### config.mk
export PLATFORM = sky130hd
export DESIGN_NAME = hid_boot_report_to_events
export DESIGN_NICKNAME = d
export VERILOG_FILES = /design/src/rtl/hbr_pkg.sv /design/src/rtl/hbr_front.sv /design/src/rtl/hbr_queue.sv /design/src/rtl/hbr_back.sv /design/src/rtl/hid_boot_report_to_events.sv
export SDC_FILE = /design/constraint.sdc
export NUM_CORES = 1
export LEC_CHECK = 0
export ABC_AREA = 1
export ABC_CLOCK_PERIOD_IN_PS = 11890
export BUFFER_PORTS_ARGS = -buffer_cell sky130_fd_sc_hd__clkbuf_2
export CAP_MARGIN = 40
export CORE_MARGIN = 2
export CORE_UTILIZATION = 45
export CTS_CLUSTER_DIAMETER = 100
export DETAILED_ROUTE_END_ITERATION = 8
export PLACE_DENSITY = 0.61
export SETUP_SLACK_MARGIN = 0.2
export SYNTH_ARGS = -nofsm -noshare
export SYNTH_HDL_FRONTEND = slang
export SYNTH_SLANG_ARGS = --single-unit
### constraint.sdc
create_clock -name clk -period 11.89 [get_ports clk]
set_input_delay 2.378 -clock clk [delete_from_list [all_inputs] [get_ports clk]]
set_output_delay 2.378 -clock clk [all_outputs]
set_load 0.005 [all_outputs]
### src/rtl/hbr_pkg.sv
// Package for the HID boot report decoder: report and event payload types,
// the job record passed from front end to back end, and the fixed codes.
// Used by every module of the block; depends on nothing.
package hbr_pkg;

  // Report layout.
  localparam int ReportBytes = 8;
  localparam int SlotBase    = 2;
  localparam int AvailSlots  = 6;

  // Event mask positions inside a job.
  localparam int ModBase    = 0;
  localparam int RelBase    = 8;
  localparam int PressBase  = RelBase + AvailSlots;
  localparam int MaskBits   = PressBase + AvailSlots;
  localparam int MaskIdxW   = $clog2(MaskBits);
  localparam int MouseX     = 3;
  localparam int MouseY     = 4;
  localparam int MouseWheel = 5;
  localparam int MouseBtns  = 3;

  // Usages and codes.
  localparam logic [7:0] RolloverUsage = 8'h01;
  localparam logic [8:0] ModUsageBase  = 9'h0E0;
  localparam logic [8:0] CodeBtnLeft   = 9'h110;
  localparam logic [8:0] CodeRelX      = 9'd0;
  localparam logic [8:0] CodeRelY      = 9'd1;
  localparam logic [8:0] CodeRelWheel  = 9'd8;

  // Event types.
  localparam logic [1:0] EvSync = 2'd0;
  localparam logic [1:0] EvKey  = 2'd1;
  localparam logic [1:0] EvRel  = 2'd2;

  // Configuration port.
  localparam int         CfgAddrW   = 3;
  localparam logic [0:0] RegIdxMode = 1'b0;

  typedef struct packed {
    logic [7:0] report_byte_0;
    logic [7:0] report_byte_1;
    logic [7:0] report_byte_2;
    logic [7:0] report_byte_3;
    logic [7:0] report_byte_4;
    logic [7:0] report_byte_5;
    logic [7:0] report_byte_6;
    logic [7:0] report_byte_7;
    logic [6:0] report_length;
  } report_t;

  typedef struct packed {
    logic [1:0]        event_type;
    logic [8:0]        event_code;
    logic signed [7:0] event_value;
    logic              last_of_burst;
  } event_t;

  // One classified report: which events to emit and the bytes they need.
  typedef struct packed {
    logic                             kbd;
    logic [MaskBits-1:0]              mask;
    logic [ReportBytes-1:0][7:0]      bytes;
    logic [AvailSlots-1:0][7:0]       prev_slots;
  } job_t;

endpackage

### src/rtl/hbr_front.sv
// Front end of the HID boot report decoder: accepts reports, compares them
// with the stored previous report and builds a job with an event mask.
// Depends on hbr_pkg.
module hbr_front #(
  parameter int KEY_SLOTS = 6
) (
  input  logic            clk,
  input  logic            rst,
  input  logic            mode_kbd,
  input  logic            rpt_valid,
  output logic            rpt_stall,
  input  hbr_pkg::report_t rpt,
  input  logic            q_full,
  output logic            q_push,
  output hbr_pkg::job_t   q_job
);
  import hbr_pkg::*;

  localparam int NSlots = (KEY_SLOTS > AvailSlots) ? AvailSlots : KEY_SLOTS;

  logic [7:0]             prev_mods;
  logic [NSlots-1:0][7:0] prev_slot;
  logic [7:0]             prev_buttons;

  logic [ReportBytes-1:0][7:0] rb;
  logic                        rollover;
  logic                        kbd_ok;
  logic                        mouse_ok;
  logic                        accept;
  logic [MaskBits-1:0]         kbd_mask;
  logic [MaskBits-1:0]         mouse_mask;
  logic                        seen;

  assign rb = {rpt.report_byte_7, rpt.report_byte_6, rpt.report_byte_5,
               rpt.report_byte_4, rpt.report_byte_3, rpt.report_byte_2,
               rpt.report_byte_1, rpt.report_byte_0};

  assign rpt_stall = q_full;
  assign accept    = rpt_valid && !rpt_stall;

  // Keyboard comparison: modifier changes, released and pressed slots.
  always_comb begin
    rollover = 1'b0;
    kbd_mask = '0;
    seen     = 1'b0;
    for (int s = 0; s < NSlots; s++) begin
      if (rb[SlotBase+s] == RolloverUsage) rollover = 1'b1;
    end
    kbd_mask[ModBase +: 8] = prev_mods ^ rb[0];
    for (int s = 0; s < NSlots; s++) begin
      seen = 1'b0;
      for (int t = 0; t < NSlots; t++) begin
        if (rb[SlotBase+t] == prev_slot[s]) seen = 1'b1;
      end
      kbd_mask[RelBase+s] = (prev_slot[s] != 8'd0) && !seen;
      seen = 1'b0;
      for (int t = 0; t < NSlots; t++) begin
        if (prev_slot[t] == rb[SlotBase+s]) seen = 1'b1;
      end
      kbd_mask[PressBase+s] = (rb[SlotBase+s] != 8'd0) && !seen;
    end
    kbd_ok = (rpt.report_length >= 7'(ReportBytes)) && !rollover;
  end

  // Mouse comparison: button changes and nonzero deltas.
  always_comb begin
    mouse_mask                       = '0;
    mouse_mask[MouseBtns-1:0]        = rb[0][MouseBtns-1:0] ^ prev_buttons[MouseBtns-1:0];
    mouse_mask[MouseX]               = rb[1] != 8'd0;
    mouse_mask[MouseY]               = rb[2] != 8'd0;
    mouse_mask[MouseWheel]           = (rpt.report_length > 7'd3) && (rb[3] != 8'd0);
    mouse_ok                         = rpt.report_length >= 7'd3;
  end

  // Job record and the push into the queue.
  always_comb begin
    q_job            = '0;
    q_job.kbd        = mode_kbd;
    q_job.mask       = mode_kbd ? kbd_mask : mouse_mask;
    q_job.bytes      = rb;
    for (int s = 0; s < NSlots; s++) begin
      q_job.prev_slots[s] = prev_slot[s];
    end
    q_push = accept && (mode_kbd ? kbd_ok : mouse_ok) && (q_job.mask != '0);
  end

  // Stored previous reports, one per mode.
  always_ff @(posedge clk) begin
    if (rst) begin
      prev_mods    <= '0;
      prev_slot    <= '0;
      prev_buttons <= '0;
    end else if (accept) begin
      if (mode_kbd && kbd_ok) begin
        prev_mods <= rb[0];
        for (int s = 0; s < NSlots; s++) begin
          prev_slot[s] <= rb[SlotBase+s];
        end
      end else if (!mode_kbd && mouse_ok) begin
        prev_buttons <= rb[0];
      end
    end
  end

endmodule

### src/rtl/hbr_queue.sv
// Two-entry job queue between the front end and the back end of the HID
// boot report decoder. Depends on hbr_pkg.
module hbr_queue (
  input  logic          clk,
  input  logic          rst,
  input  logic          push,
  input  hbr_pkg::job_t din,
  input  logic          pop,
  output hbr_pkg::job_t dout,
  output logic          full,
  output logic          empty
);
  import hbr_pkg::*;

  job_t       mem [2];
  logic       wr_ptr;
  logic       rd_ptr;
  logic [1:0] count;

  assign full  = count == 2'd2;
  assign empty = count == 2'd0;
  assign dout  = mem[rd_ptr];

  // Storage; entries need no reset.
  always_ff @(posedge clk) begin
    if (push) begin
      mem[wr_ptr] <= din;
    end
  end

  // Pointers and fill count.
  always_ff @(posedge clk) begin
    if (rst) begin
      wr_ptr <= 1'b0;
      rd_ptr <= 1'b0;
      count  <= 2'd0;
    end else begin
      if (push) wr_ptr <= !wr_ptr;
      if (pop) rd_ptr <= !rd_ptr;
      case ({push, pop})
        2'b10:   count <= count + 2'd1;
        2'b01:   count <= count - 2'd1;
        default: count <= count;
      endcase
    end
  end

endmodule

### src/rtl/hbr_back.sv
// Back end of the HID boot report decoder: takes jobs from the queue and
// emits one event per cycle, when not stalled, into a registered output;
// each job closes with a sync. Depends on hbr_pkg.
module hbr_back (
  input  logic            clk,
  input  logic            rst,
  input  logic            q_empty,
  input  hbr_pkg::job_t   q_job,
  output logic            q_pop,
  output logic            evt_valid,
  input  logic            evt_stall,
  output hbr_pkg::event_t evt
);
  import hbr_pkg::*;

  job_t                cur;
  logic [MaskBits-1:0] rem;
  logic                active;

  logic                advance;
  logic                emit;
  logic [MaskIdxW-1:0] idx;
  logic [2:0]          slot_idx;
  logic [2:0]          byte_idx;
  event_t              ev;

  assign advance = !evt_valid || !evt_stall;
  assign emit    = advance && active;
  assign q_pop   = !q_empty && (!active || (emit && (rem == '0)));

  // Lowest pending event of the current job.
  always_comb begin
    idx = '0;
    for (int i = MaskBits - 1; i >= 0; i--) begin
      if (rem[i]) idx = MaskIdxW'(i);
    end
    slot_idx = 3'(idx - MaskIdxW'(RelBase));
    byte_idx = 3'(idx - MaskIdxW'(PressBase - SlotBase));
  end

  // Event for that position, or the closing sync.
  always_comb begin
    ev = '0;
    if (rem == '0) begin
      ev.event_type    = EvSync;
      ev.last_of_burst = 1'b1;
    end else if (cur.kbd) begin
      ev.event_type = EvKey;
      if (idx < MaskIdxW'(RelBase)) begin
        ev.event_code  = ModUsageBase | {6'd0, idx[2:0]};
        ev.event_value = {7'd0, cur.bytes[0][idx[2:0]]};
      end else if (idx < MaskIdxW'(PressBase)) begin
        ev.event_code  = {1'b0, cur.prev_slots[slot_idx]};
        ev.event_value = 8'sd0;
      end else begin
        ev.event_code  = {1'b0, cur.bytes[byte_idx]};
        ev.event_value = 8'sd1;
      end
    end else begin
      case (idx)
        MaskIdxW'(MouseX): begin
          ev.event_type  = EvRel;
          ev.event_code  = CodeRelX;
          ev.event_value = $signed(cur.bytes[1]);
        end
        MaskIdxW'(MouseY): begin
          ev.event_type  = EvRel;
          ev.event_code  = CodeRelY;
          ev.event_value = $signed(cur.bytes[2]);
        end
        MaskIdxW'(MouseWheel): begin
          ev.event_type  = EvRel;
          ev.event_code  = CodeRelWheel;
          ev.event_value = $signed(cur.bytes[3]);
        end
        default: begin
          ev.event_type  = EvKey;
          ev.event_code  = CodeBtnLeft + {7'd0, idx[1:0]};
          ev.event_value = {7'd0, cur.bytes[0][idx[1:0]]};
        end
      endcase
    end
  end

  // Job register and pending mask.
  always_ff @(posedge clk) begin
    if (rst) begin
      active <= 1'b0;
    end else if (q_pop) begin
      active <= 1'b1;
    end else if (emit && (rem == '0)) begin
      active <= 1'b0;
    end
  end

  always_ff @(posedge clk) begin
    if (q_pop) begin
      cur <= q_job;
      rem <= q_job.mask;
    end else if (emit) begin
      rem[idx] <= 1'b0;
    end
  end

  // Output register.
  always_ff @(posedge clk) begin
    if (rst) begin
      evt_valid <= 1'b0;
    end else if (advance) begin
      evt_valid <= active;
    end
  end

  always_ff @(posedge clk) begin
    if (emit) begin
      evt <= ev;
    end
  end

endmodule

### src/rtl/hid_boot_report_to_events.sv
// Top level of the HID boot report decoder: configuration register, front
// end, job queue and back end. Depends on hbr_pkg, hbr_front, hbr_queue, hbr_back.
//
//   Channel   Direction  Handshake            Payload
//   rpt       in         rpt_valid/rpt_stall  report_t, one boot report
//   evt       out        evt_valid/evt_stall  event_t, one input event
//   APB       in         psel/penable/pready  mode register at address 0
//
// A report that causes N key, button or motion events yields N + 1 event
// transactions (the last is the sync), one per cycle from the back end while
// evt_stall is low; a keyboard report yields up to 21, a mouse report up to 7.
// Reports are accepted every cycle while the two-entry job queue has room;
// a report that causes no event never enters the queue.
// Reset is synchronous: stored reports clear and the mode returns to keyboard.
// A stalled event holds in the output register; the front end keeps taking
// reports until the queue fills.
module hid_boot_report_to_events #(
  parameter int KEY_SLOTS = 6
) (
  input  logic                          clk,
  input  logic                          rst,
  input  logic                          rpt_valid,
  output logic                          rpt_stall,
  input  hbr_pkg::report_t              rpt,
  output logic                          evt_valid,
  input  logic                          evt_stall,
  output hbr_pkg::event_t               evt,
  input  logic                          psel,
  input  logic                          penable,
  input  logic                          pwrite,
  input  logic [hbr_pkg::CfgAddrW-1:0]  paddr,
  input  logic [31:0]                   pwdata,
  output logic [31:0]                   prdata,
  output logic                          pready
);
  import hbr_pkg::*;

  logic mode_kbd;
  logic q_push;
  logic q_pop;
  logic q_full;
  logic q_empty;
  job_t q_in;
  job_t q_out;

  // Configuration register.
  assign pready = 1'b1;
  assign prdata = (paddr[2] == RegIdxMode) ? {31'd0, mode_kbd} : 32'd0;

  always_ff @(posedge clk) begin
    if (rst) begin
      mode_kbd <= 1'b1;
    end else if (psel && penable && pwrite && pready && (paddr[2] == RegIdxMode)) begin
      mode_kbd <= pwdata[0];
    end
  end

  hbr_front #(
    .KEY_SLOTS (KEY_SLOTS)
  ) u_front (
    .clk       (clk),
    .rst       (rst),
    .mode_kbd  (mode_kbd),
    .rpt_valid (rpt_valid),
    .rpt_stall (rpt_stall),
    .rpt       (rpt),
    .q_full    (q_full),
    .q_push    (q_push),
    .q_job     (q_in)
  );

  hbr_queue u_queue (
    .clk   (clk),
    .rst   (rst),
    .push  (q_push),
    .din   (q_in),
    .pop   (q_pop),
    .dout  (q_out),
    .full  (q_full),
    .empty (q_empty)
  );

  hbr_back u_back (
    .clk       (clk),
    .rst       (rst),
    .q_empty   (q_empty),
    .q_job     (q_out),
    .q_pop     (q_pop),
    .evt_valid (evt_valid),
    .evt_stall (evt_stall),
    .evt       (evt)
  );

endmodule

* After elaboration in Yosys (flattened, before gate mapping)
Memory sizes are Yosys's and may differ from the RTL's. A register that Yosys moved wholly into a read port is not among the register bits.
Cells that the tools add are included.
** Storage, ports and cells
- Bits in registers :: 219
- RAM bits :: 266
- Bits of input ports :: 113
- Output and inout port bits :: 55
- Memories kept :: 1
** Memories
- u_queue.mem :: depth 2, bits a word 133, read ports 1, clocked after memory_dff 1, write ports 1, line hbr_queue.sv:15 : job_t mem [2];
** Operators by class
- Add/subtract/negate cells :: 5
- Order comparisons :: 11
- Equality and inequality tests :: 84
- Multiplexer cells :: 125
- Bitwise gates (word level) :: 6
- Reductions and logical operators :: 71
** Operator list (number)
- $eq 8x8->1 :: 72
- $reduce_bool 8->1 :: 13
- $mux 5 :: 20
- $mux 1 :: 90
- $mux 20 :: 3
- $pmux 19 s3 :: 1
- $bmux 8 s3 :: 2
- $eq 8x1->1 const B :: 6
- $logic_and 1x1->1 :: 26
- $logic_not 1->1 :: 21
- $and 20x20->20 :: 1
- $logic_not 20->1 :: 1
- $not 20->20 :: 1
- $reduce_bool 20->1 :: 1
- $mux 18 :: 1
- $mux 17 :: 1
- $mux 16 :: 1
- $mux 8 :: 2
- $lt 3x4->1 const B :: 3
- $eq 5x3->1 const B :: 2
- $lt 5x4->1 const B :: 2
- $add 9x2->9 const A :: 1
- $xor 8x8->8 :: 1
- $ge 7x2->1 const B :: 1
- other kinds (24) :: 29

* Logic depth before layout (Yosys ltp)
- Word-level depth :: 28
- Gate-level depth with buffers :: 29
- Mapped depth without buffers :: 29

* By module
A second synthesis with hierarchy kept.
** Unflattened totals
- Cells, all modules :: 2614
- Area, all modules :: 25680.9 um^2
** Modules (own cells, without submodules)
- hbr_queue :: instances 1, cells each 447, area an instance 10104.7 um^2
- hbr_front :: instances 1, cells each 1435, area an instance 8156.6 um^2
- hbr_back :: instances 1, cells each 686, area an instance 7105.6 um^2
- hid_boot_report_to_events :: instances 1, cells each 46, area an instance 314.1 um^2

* Worst setup path before layout
No wires, ideal clock.
- Kind :: input to register
- Start :: input port rpt[40] in the netlist's numbering
- End :: memory u_queue.mem[0][0] in the netlist's numbering, enable pin
- Setup time :: 0.627 ns
- Arrival time :: 9.341 ns
- Path slack :: 1.922 ns
- Cell stages on the path :: 12
- Buffers on the path :: 1
- Path through :: clkbuf_2 > inv_1 > nand2_1 > nand4_1 > nor4_1 > or2_2 > or3_1 > nand2_1 > nor2_1 > nand3_1 > o22ai_2 > nor2_1
** Between the ends
- Longest elaborated chain between the ends :: 14
- Elaborated cells on any way between the ends :: 79
** Ends and longest elaborated chain
- start: declaration :: line hid_boot_report_to_events.sv:24 : input hbr_pkg::report_t rpt,
- $eq 8x8->1 :: line hbr_front.sv:53, hbr_front.sv:58
- $mux 1 (6 in series) :: line hbr_front.sv:58 : if (prev_slot[t] == rb[SlotBase+s]) seen = 1'b1;
- $logic_not 1->1 :: line hbr_front.sv:60 : kbd_mask[PressBase+s] = (rb[SlotBase+s] != 8'd0) && !seen;
- $logic_and 1x1->1 :: line hbr_front.sv:60
- $mux 20 :: line hbr_front.sv:79 : q_job.mask = mode_kbd ? kbd_mask : mouse_mask;
- $reduce_bool 20->1 :: line hbr_front.sv:84 : q_push = accept && (mode_kbd ? kbd_ok : mouse_ok) && (q_job.mask != '0);
- $logic_and 1x1->1 (*) :: line hbr_front.sv:84
- $mux 1 (*) :: line hbr_queue.sv:26 : if (push) begin
- $mux 1 (not written as such) (*) :: line hbr_queue.sv:27 : mem[wr_ptr] <= din;
- end: declaration :: line hbr_queue.sv:15
Mark *: on every way between the ends. The rest lies on a longest branch, timed or not.

==> flow_summary.ini <==
[clock_tree]
postCtsHoldBufs = 0
cts_sinks = 486
cts_setup_buffers = 0
cts_resized = 0
clockBufferDepth = 3
h-tree-depth = 2
cts-root-buf = clkbuf_16
clk_pin_slew_ns = 0.06
clock_latency_ns = 0.60
cts_tree = yes
cts_buffers = 52

[sta]
tns_ns = 0
fin_crit_ns = 6.26
clock.fmax_mhz = 160
max-slew-margin-rel_pct = 38.1
worstMarginPinSlew_ns = 0.927
finClkSkew_ns = 0.0238
finalSetupViolations = 0
fin_crit_sh_pct = 52.7
hold_violations = 0
slew_viol_final = 0
rsz0062_at_grt = no
setup_slack_ns = 5.63

[floorplan]
dieArea_sq_um = 54700
initial_core_util_pct = 45.4
rows = 84
io-pin-count = 168
die_x_microns = 234
core_area_sq_um = 52400
die_h_microns = 234

[routing]
met3WireLength_microns = 6040
num_vias = 18100
drc = 0
first_pass_iters = 6
viasPerCell = 5.54
postRouteAntennaNets = 0
wl_met1_microns = 34100
avgRoutedWirePerCell_microns = 23.6
drt_iter0_markers = 1860
routed_wl_microns = 77300
wl_met2_microns = 34800
highest_layer = met4

[pwr]
cellPowerDensity_nw_per_um2 = 244
ir_worst_vdd_mv = 0.170
power.static_leakage_uw = 0.0107

[synth]
synthSimpleGateAreaFrac_pct = 22.4
yosys.area.top_type_share_pct = 52.9
synth_compound_area_share_pct = 5.81
ys_seq_area_share_pct = 58.5
synth_fa_ha_area_share_pct = 0.0526
syn_inst = 2535
yosys.cell_types.count = 51
synth_xor_area_share_pct = 6.04
synth-seq-cells = 486
postSynthAreaPerCell_sq_um = 9.39
syn_area_sq_um = 23800
netlist_top_cells_area = edfxtp_1 53%, nand2_1 13%, dfxtp_1 5.6%
yosys_warnings = 0
synth_top_family_by_area = simple AND/OR/NAND/NOR gates
muxShareOfSynthArea_pct = 0
synth.largest_area_cell = edfxtp_1

[final_layout]
layout-drive-gt1-share_pct = 9.90
nets = 2658
area_growth_pct = 10.5
postLayoutCellArea_sq_um = 26300
fin_util_pct = 50.1
antennaDiodeCount = 0

[placed_design]
gp_congestion = 0.999
place_ws_ns = 4.94
dp_hpwl_microns = 53800
postPlaceCellArea_sq_um = 24600
io_buffers = 102

[setup_path]
r2r_cells = 11
r2r_end = u_queue.mem[0][108]
cp.arrival_ns = 6.49
cp-endpoint = u_queue.mem[0][108]
end_kind = flip-flop
reg2reg_slack_ns = 6.17
cp_max_fo = 58
rr_startpoint = mode_kbd
start_kind = primary input
crit_type = in2reg
required_ns = 12.12
crit_start = rpt[24]

[global_routing]
grt_pass1_vias = 17000
grt-ovfl-total = 0
grt_start_max_net_pins = 97
antenna_found_initial = 5
grt_use_total_pct = 28.1
grt_pass1_wl_microns = 112000

[min_path]
hold_depth = 1
min_path_type = reg2reg

[job]
cap_violations = 0

[status]
outcome = finished clean
-- metrics by stage --
| step | hold slack [ns] | power, uW | cells |
|---|---|---|---|
| after floorplan | 0.420 | 4000 | 2565 |
| after global placement | 0.421 | 4690 | 3171 |
| after detailed placement | 0.449 | 4760 | 3178 |
| after CTS | 0.459 | 6420 | 3274 |
| after global routing | 0.500 | 6730 | 3274 |
| final | 0.457 | 6410 | 3274 |
-- worst min-delay path by stage --
stage	endpoint	startpoint	slack [ns]
2_1_floorplan	u_queue.mem[0][0]	u_front.q_job[0]	0.42
3_5_place_dp	flip-flop	u_queue.rd_ptr	0.45
6_report	flip-flop	u_queue.rd_ptr	0.46
3_3_place_gp	flip-flop	u_queue.rd_ptr	0.42
5_1_grt	u_queue.rd_ptr	u_queue.rd_ptr	0.50
4_1_cts	flip-flop	u_queue.rd_ptr	0.46
-- cells in the mapped netlist (all sizes together) --
cell	number
nand2	808
edfxtp	419
inv	181
nor2	140
buf	132
nand3	124
a21oi	119
xor2	112
nand4	104
o21ai	103
clkbuf	68
dfxtp	67
xnor2	52
nor4	29
nor3	23
or2	7
a31o	6
a31oi	6
a22oi	4
nand3b	4
o22ai	4
o211ai	3
o21bai	3
or4	3
a2111o	2
clkinv	2
conb	2
o21a	2
or3	2
a211oi	1
ha	1
o311ai	1
o31ai	1
-- power breakdown --
part	switching (uW)	internal, uW	total, uW
sequential	296	2470	2760
combinational	1460	532	1990
clock	695	960	1650
total	2450	3960	6410
-- registers in the layout (all words and copies together) (netlist names), named ones only --
name and count:
u_back.active 1, u_queue.mem 266, u_queue.wr_ptr 1, mode_kbd 1, u_back.evt 20, u_front.prev_buttons 3, u_front.prev_mods 8, u_queue.rd_ptr 1
u_queue.count 2, u_back.evt_valid 1, u_back.cur 113, u_back.rem 20, u_front.q_job 48
-- routing by layer --
layer	vias up	track usage [%]
met5	-	0
met4	0	8.70
met3	123	4.44
met2	775	43.9
met1	8805	40.5
li1	8432	-
-- critical path, stage by stage --
cell and delay [ns]:
clkbuf_2 0.30, inv_1 0.23, nand2_1 0.13, a21oi_1 0.10, nand4_1 0.17, nand3_1 0.09
nor3_1 0.57, inv_1 0.10, nand2_1 0.09, nor2_1 0.04, nand3_1 0.09, o22ai_2 0.15
nor2_4 0.66, buf_4 0.33, buf_16 0.28, buf_4 0.60
-- placed cells by master, fill, tap and decap left out, types with 4 or more instances in the layout --
cell type / Yosys / final
a21oi_1: 118 / 118
a22oi_1: 4 / 4
a31o_2: 6 / 6
a31oi_1: 6 / 6
buf_4: 40 / 16
bufinv_16: 0 / 7
clkbuf_1: 61 / 7
clkbuf_16: 0 / 52
clkbuf_2: 7 / 102
clkinv_1: 2 / 12
clkinv_2: 0 / 9
conb_1: 2 / 32
dfxtp_1: 67 / 66
edfxtp_1: 419 / 419
inv_1: 167 / 167
inv_2: 14 / 13
inv_6: 0 / 4
nand2_1: 801 / 800
nand2_2: 4 / 5
nand3_1: 123 / 123
nand3b_1: 4 / 4
nand4_1: 104 / 104
nor2_1: 134 / 131
nor2_2: 3 / 4
nor2_4: 2 / 4
nor3_1: 21 / 21
nor4_1: 28 / 28
o21ai_0: 98 / 97
o21ai_1: 4 / 4
or2_2: 6 / 6
xnor2_1: 52 / 52
xor2_1: 112 / 112
-- area by class of cell --
cell class              count  area (sq um)
fillers                  4813         26100
flip-flops and latches    486         13900
multi-input cells        1696          8300
clock buffers              59          1330
well taps                 688           861
repair buffers            125           783
inverters                 183           694
clock inverters            37           400
-- kinds of logic after synthesis --
logic type | count (synthesis)
compound gates | 255
xor+xnor | 164
fa+ha+maj | 1
buf+inv | 383
flops | 486
other cells | 2
simple gates | 1244
(Power assumes the default switching activity.)
